### src/rtl/wfb_pkg.sv
// Shared types, status codes and default sizes for the word frequency bucket.
package wfb_pkg;

    localparam int WFB_ENTRIES    = 64;
    localparam int WFB_COUNT_BITS = 32;

    localparam logic [1:0] ST_FOUND  = 2'd0;
    localparam logic [1:0] ST_INSERT = 2'd1;
    localparam logic [1:0] ST_FULL   = 2'd2;

    typedef struct packed {
        logic [63:0] key_part0;
        logic [63:0] key_part1;
        logic [63:0] key_part2;
        logic [63:0] key_part3;
    } wfb_req_t;

    typedef struct packed {
        logic [1:0]  status;
        logic [5:0]  entry_index;
        logic [31:0] frequency;
    } wfb_res_t;

    typedef struct packed {
        logic done;
        logic hit;
    } scan_stat_t;

    typedef struct packed {
        logic       go;
        logic [1:0] op;
    } upd_req_t;

endpackage

### src/rtl/wfb_update.sv
// Count memory with read-modify-write and the registered result.
module wfb_update
    import wfb_pkg::*;
#(
    parameter int   ENTRIES    = WFB_ENTRIES,
    parameter int   COUNT_BITS = WFB_COUNT_BITS,
    localparam int  IDX_W      = (ENTRIES > 1) ? $clog2(ENTRIES) : 1
)
(
    input  logic             clk,
    input  logic             rst_n,
    input  upd_req_t         req,
    input  logic [IDX_W-1:0] idx,
    output logic             result_valid,
    output wfb_res_t         result
);

    logic [COUNT_BITS-1:0] cnt_mem [ENTRIES];

    logic [COUNT_BITS-1:0] rd_cnt_reg;
    logic [COUNT_BITS-1:0] inc;
    logic [IDX_W-1:0]      pend_idx_reg;
    logic                  pend_reg;
    logic                  pend_next;
    logic                  valid_reg;
    logic                  valid_next;
    wfb_res_t              res_reg;
    wfb_res_t              res_next;
    logic                  do_insert;
    logic                  do_found;

    assign do_insert = req.go && (req.op == ST_INSERT);
    assign do_found  = req.go && (req.op == ST_FOUND);

    // saturate at all ones
    assign inc = (rd_cnt_reg == '1) ? rd_cnt_reg : rd_cnt_reg + COUNT_BITS'(1);

    assign pend_next  = do_found;
    assign valid_next = (req.go && (req.op != ST_FOUND)) || pend_reg;

    always_comb
    begin
        res_next.status      = ST_FULL;
        res_next.entry_index = '0;
        res_next.frequency   = '0;
        if (pend_reg)
        begin
            res_next.status      = ST_FOUND;
            res_next.entry_index = 6'(32'(pend_idx_reg));
            res_next.frequency   = 32'(64'(inc));
        end
        else if (do_insert)
        begin
            res_next.status      = ST_INSERT;
            res_next.entry_index = 6'(32'(idx));
            res_next.frequency   = 32'd1;
        end
    end

    always_ff @(posedge clk or negedge rst_n)
    begin
        if (!rst_n)
        begin
            pend_reg  <= 1'b0;
            valid_reg <= 1'b0;
        end
        else
        begin
            pend_reg  <= pend_next;
            valid_reg <= valid_next;
        end
    end

    always_ff @(posedge clk)
    begin
        res_reg <= res_next;
        if (do_found)
        begin
            pend_idx_reg <= idx;
        end
    end

    always_ff @(posedge clk)
    begin
        if (do_insert)
        begin
            cnt_mem[idx] <= COUNT_BITS'(1);
        end
        else if (pend_reg)
        begin
            cnt_mem[pend_idx_reg] <= inc;
        end
        if (do_found)
        begin
            rd_cnt_reg <= cnt_mem[idx];
        end
    end

    assign result_valid = valid_reg;
    assign result       = res_reg;

endmodule

### config.mk
export PLATFORM = sky130hd
export DESIGN_NAME = wfb_update
export DESIGN_NICKNAME = d
export VERILOG_FILES = /design/src/rtl/wfb_pkg.sv /design/src/rtl/wfb_update.sv
export SDC_FILE = /design/constraint.sdc
export NUM_CORES = 2
export LEC_CHECK = 0
export BUFFER_PORTS_ARGS = -buffer_cell sky130_fd_sc_hd__buf_4
export CORE_UTILIZATION = 57
export DETAILED_ROUTE_END_ITERATION = 10
export HOLD_SLACK_MARGIN = 0.03
export PLACE_DENSITY = 0.81
export SETUP_SLACK_MARGIN = 0.2
export SLEW_MARGIN = 20
export SYNTH_ARGS = -nofsm -noshare
export SYNTH_HDL_FRONTEND = slang
export SYNTH_SLANG_ARGS = --single-unit
### constraint.sdc
create_clock -name clk -period 4.7 [get_ports clk]
set_clock_uncertainty 0.1 [all_clocks]
set_input_delay 0.235 -clock clk [delete_from_list [all_inputs] [get_ports clk]]
set_output_delay 0.235 -clock clk [all_outputs]
set_load 0.02 [all_outputs]
==> metrics.md <==
| Metric | Value |
|---|---|
| Count of warnings emitted by yosys | `0` |
| Global-route wire length before repair | `320000 um` |
| Data arrival at the endpoint of the critical path | `4470 ps` |
| Number of standard cells after synthesis | `3640` |
| Distinct cell type count of the synthesized netlist | `59` |
| Number of global-route vias before repair | `42800` |
| Post-Route WL | `230000 um` |
| Most common flop cell mapped by yosys | `edfxtp_1` |
| Clk sink count | `2128` |
| First DRT Iteration DRCs | `8096` |
| Crit Reg-Reg Endpoint | `cnt_mem[48][19]$_DFFE_PP_` |
| Max-cap violations | `0` |
| Cell count of the worst reg-to-reg path | `6` |
| Clock transition at path regs | `70 ps` |
| Worst hold path type | `in2async` |
| # resized after CTS | `0` |
| Total length of routed met3 wires | `35700 um` |
| Maximum number of pins on one net before global-route repair | `83` |
| Worst-margin pin slew | `1180 ps` |
| Internal portion of total power | `30.2 mW` |
| Layout Nets | `3916` |
| Initial DRT Pass Iterations | `6` |
| Number of placement rows | `137` |
| Power spent charging and discharging nets | `8.14 mW` |
| Number of flops mapped to enable cells by yosys | `2086` |
| Skew-Pair Late Insertion Delay | `830 ps` |
| Overall fraction of global-route tracks in use | `0.324` |
| Worst setup slack for register-to-register paths | `730 ps` |
| Static Leak | `28.9 nW` |
| Worst setup path startpoint | `rd_cnt_reg[27]$_DFFE_PP_` |
| Antenna-violating nets left | `0` |
| Final Setup Violations | `0` |
| Relative contribution of sequential cells to total power | `0.542` |
| Final routed wire length divided by cell count | `38.6 um` |
| Run status | `finished, final reports clean` |
| Die W | `379 um` |
| Gate family responsible for the most delay along the worst path | `compound AO/OA/AOI/OAI gates` |
| Overflow left after global routing | `0` |
| Full die area | `0.143 mm^2` |
| Peak supply drop | `0.000282 V` |
| Buffer levels on the longest clock path | `3` |
| Comb pwr share | `0.048` |
| Via count | `43200` |
| Fmax | `252 MHz` |
| Hold Fails Final Rpt | `0` |
| Post-Route M1 WL | `73000 um` |
| Portion of the post-synthesis area used by sequential elements | `0.785` |
| Number of antenna violations at the first check in global routing | `15` |
| Post-synthesis async set-or-reset flop share | `0.000940` |
| Effective utilization at floorplan | `0.577` |
| HPWL after DPL | `122000 um` |
| Total power divided by cell area | `417 mW/mm^2` |
| Clock power frac | `0.410` |
| CP max FO | `33` |
| Max layer used | `met5` |
| Number of CTS-inserted buffers | `189` |
| Post-synthesis instance area | `0.0809 mm^2` |
| Worst Path Required | `5200 ps` |
| Syn Nets | `3652` |
| Die Y | `379 um` |
| Number of H-tree branching levels | `4` |
| Class of the most critical setup path | `reg2reg` |
| CTS root buf | `clkbuf_16` |
| Count of port buffers added during placement | `51` |
| Core region area | `0.140 mm^2` |
| Final Critical Period | `3970 ps` |
| DR DRC count | `0` |
| Area growth, synth to finish | `13.8%` |
| Top-level port count | `52` |
| Average cell area after synthesis | `22.2 um^2` |
| Switching share of power | `0.212` |
| Final setup TNS | `0 ps` |
| Cells traversed along the worst timing path | `and4_1, nand3_1, o311ai_2, o21ai_0, a21oi_4, buf_4` |
| Share of final-layout standard cells stronger than drive strength 1 | `0.291` |
| Fin. max-slew vios | `0` |
| Number of buffer and inverter stages on the critical path | `1` |
| GP Congestion | `0.944` |
| Reg-to-reg critical path startpoint | `rd_cnt_reg[27]$_DFFE_PP_` |
| Detailed-routed wire length on met2 | `107000 um` |
| Via-to-Cell Ratio | `7.26` |
| Clock tree from TritonCTS | `done` |
| Cell with the biggest individual delay on the critical path | `o311ai_2` |
| Total power consumption of the routed design | `38.3 mW` |
| Worst Setup End Kind | `register` |
| Highest cell delay on the worst timing path | `910 ps` |
| Worst slew margin relative to its limit | `0.216` |
| Number of flip-flops under the largest register name | `2048` |
| Flop and latch count out of synthesis | `2128` |
| CP Launch Type | `register` |
| Final worst path period share | `0.845` |
| Setup repair after global routing missed its margin | `false` |
==> power by group through the flow <==
stage               clock network [mW]  logic [mW]  registers [mW]
floorplan                            0       0.980            21.2
global placement                     0        1.67            21.2
detailed placement                   0        1.71            21.2
CTS                               15.7        1.77            20.8
global route                      16.4        1.85            20.8
finish                            15.7        1.83            20.8
==> Yosys cell counts, drive strengths merged (16+ instances only) <==
master	n	area [um^2]
o22ai	64	400
edfxtp	2086	62600
o221ai	55	482
nand2	89	334
nand3	45	225
nor2b	38	238
mux4	512	11500
clkbuf	124	465
a21oi	25	125
nor2	96	360
dfxtp	40	801
o21ai	32	160
and3	37	231
a211oi	33	248
buf	78	387
a221oi	31	272
or3	16	100
nand2b	18	113
a22oi	99	743
==> metal layers <==
metal	vias to the layer above	track usage
li1	16100	-
met1	22000	0.424
met2	4343	0.497
met3	740	0.0926
met4	10	0.175
met5	-	0
==> worst min-delay path: cells and delay by family <==
kind / cells / cell delay, ps
buffers and inverters: 3 / 1260
==> layout make-up <==
class                   instances  area [um^2]
inverters                       5         18.8
well taps                    1876         2350
repair buffers                275         2490
clock buffers                 222         4920
diodes                          8         20.0
multi-input cells            1305        17400
fillers                      8223        48200
flip-flops and latches       2128        63500
clock inverters               128         1320
==> cell usage in the layout (no fill, tap or decap), types with 45 or more instances in the layout <==
cell type	instances
nand2_1	87
o22ai_1	64
mux4_2	512
edfxtp_1	2086
nand3_1	45
clkbuf_16	192
buf_4	231
o221ai_1	55
a22oi_1	99
nor2_4	74
==> worst max path at each step <==
stage                                            to  slack, ps  depth (start not counted)
after floorplan            cnt_mem[0][11]$_DFFE_PP_        460                          8
after global placement    cnt_mem[44][13]$_DFFE_PP_        970                          7
after detailed placement  cnt_mem[42][13]$_DFFE_PP_        780                          7
after CTS                 cnt_mem[38][13]$_DFFE_PP_        760                          7
after global routing      cnt_mem[49][19]$_DFFE_PP_        600                          6
final                     cnt_mem[48][19]$_DFFE_PP_        730                          6
==> metrics by stage <==
step | utilization | area, um^2 | worst slack (ps) | std cells | hold WS (ps)
2_1_floorplan | - | 80900 | 457 | 3640 | -161
4_1_cts | 0.656 | 92000 | 760 | 5937 | 158
5_1_grt | 0.656 | 92000 | 602 | 5940 | 208
3_5_place_dp | 0.610 | 85600 | 775 | 5574 | -70.7
3_3_place_gp | 0.610 | 85600 | 970 | 5573 | -71.3
6_report | 0.656 | 92000 | 729 | 5947 | 211
==> cells by family after synthesis <==
family	synth area share
flops	0.785
mux	0.144
simple gates	0.0252
compound gates	0.0336
buf+inv	0.0108
xor+xnor	0.000975
fa+ha+maj	0.000155
==> what timing repair did <==
| item | 4_1_cts | 5_1_grt |
|---|---|---|
| hold buffers | 13 | 0 |
| setup buffers | 0 | 0 |
| hold endpoints to repair | 55 | 0 |
| endpoints found under the setup margin | 0 | 0 |
(Power assumes the default switching activity.)
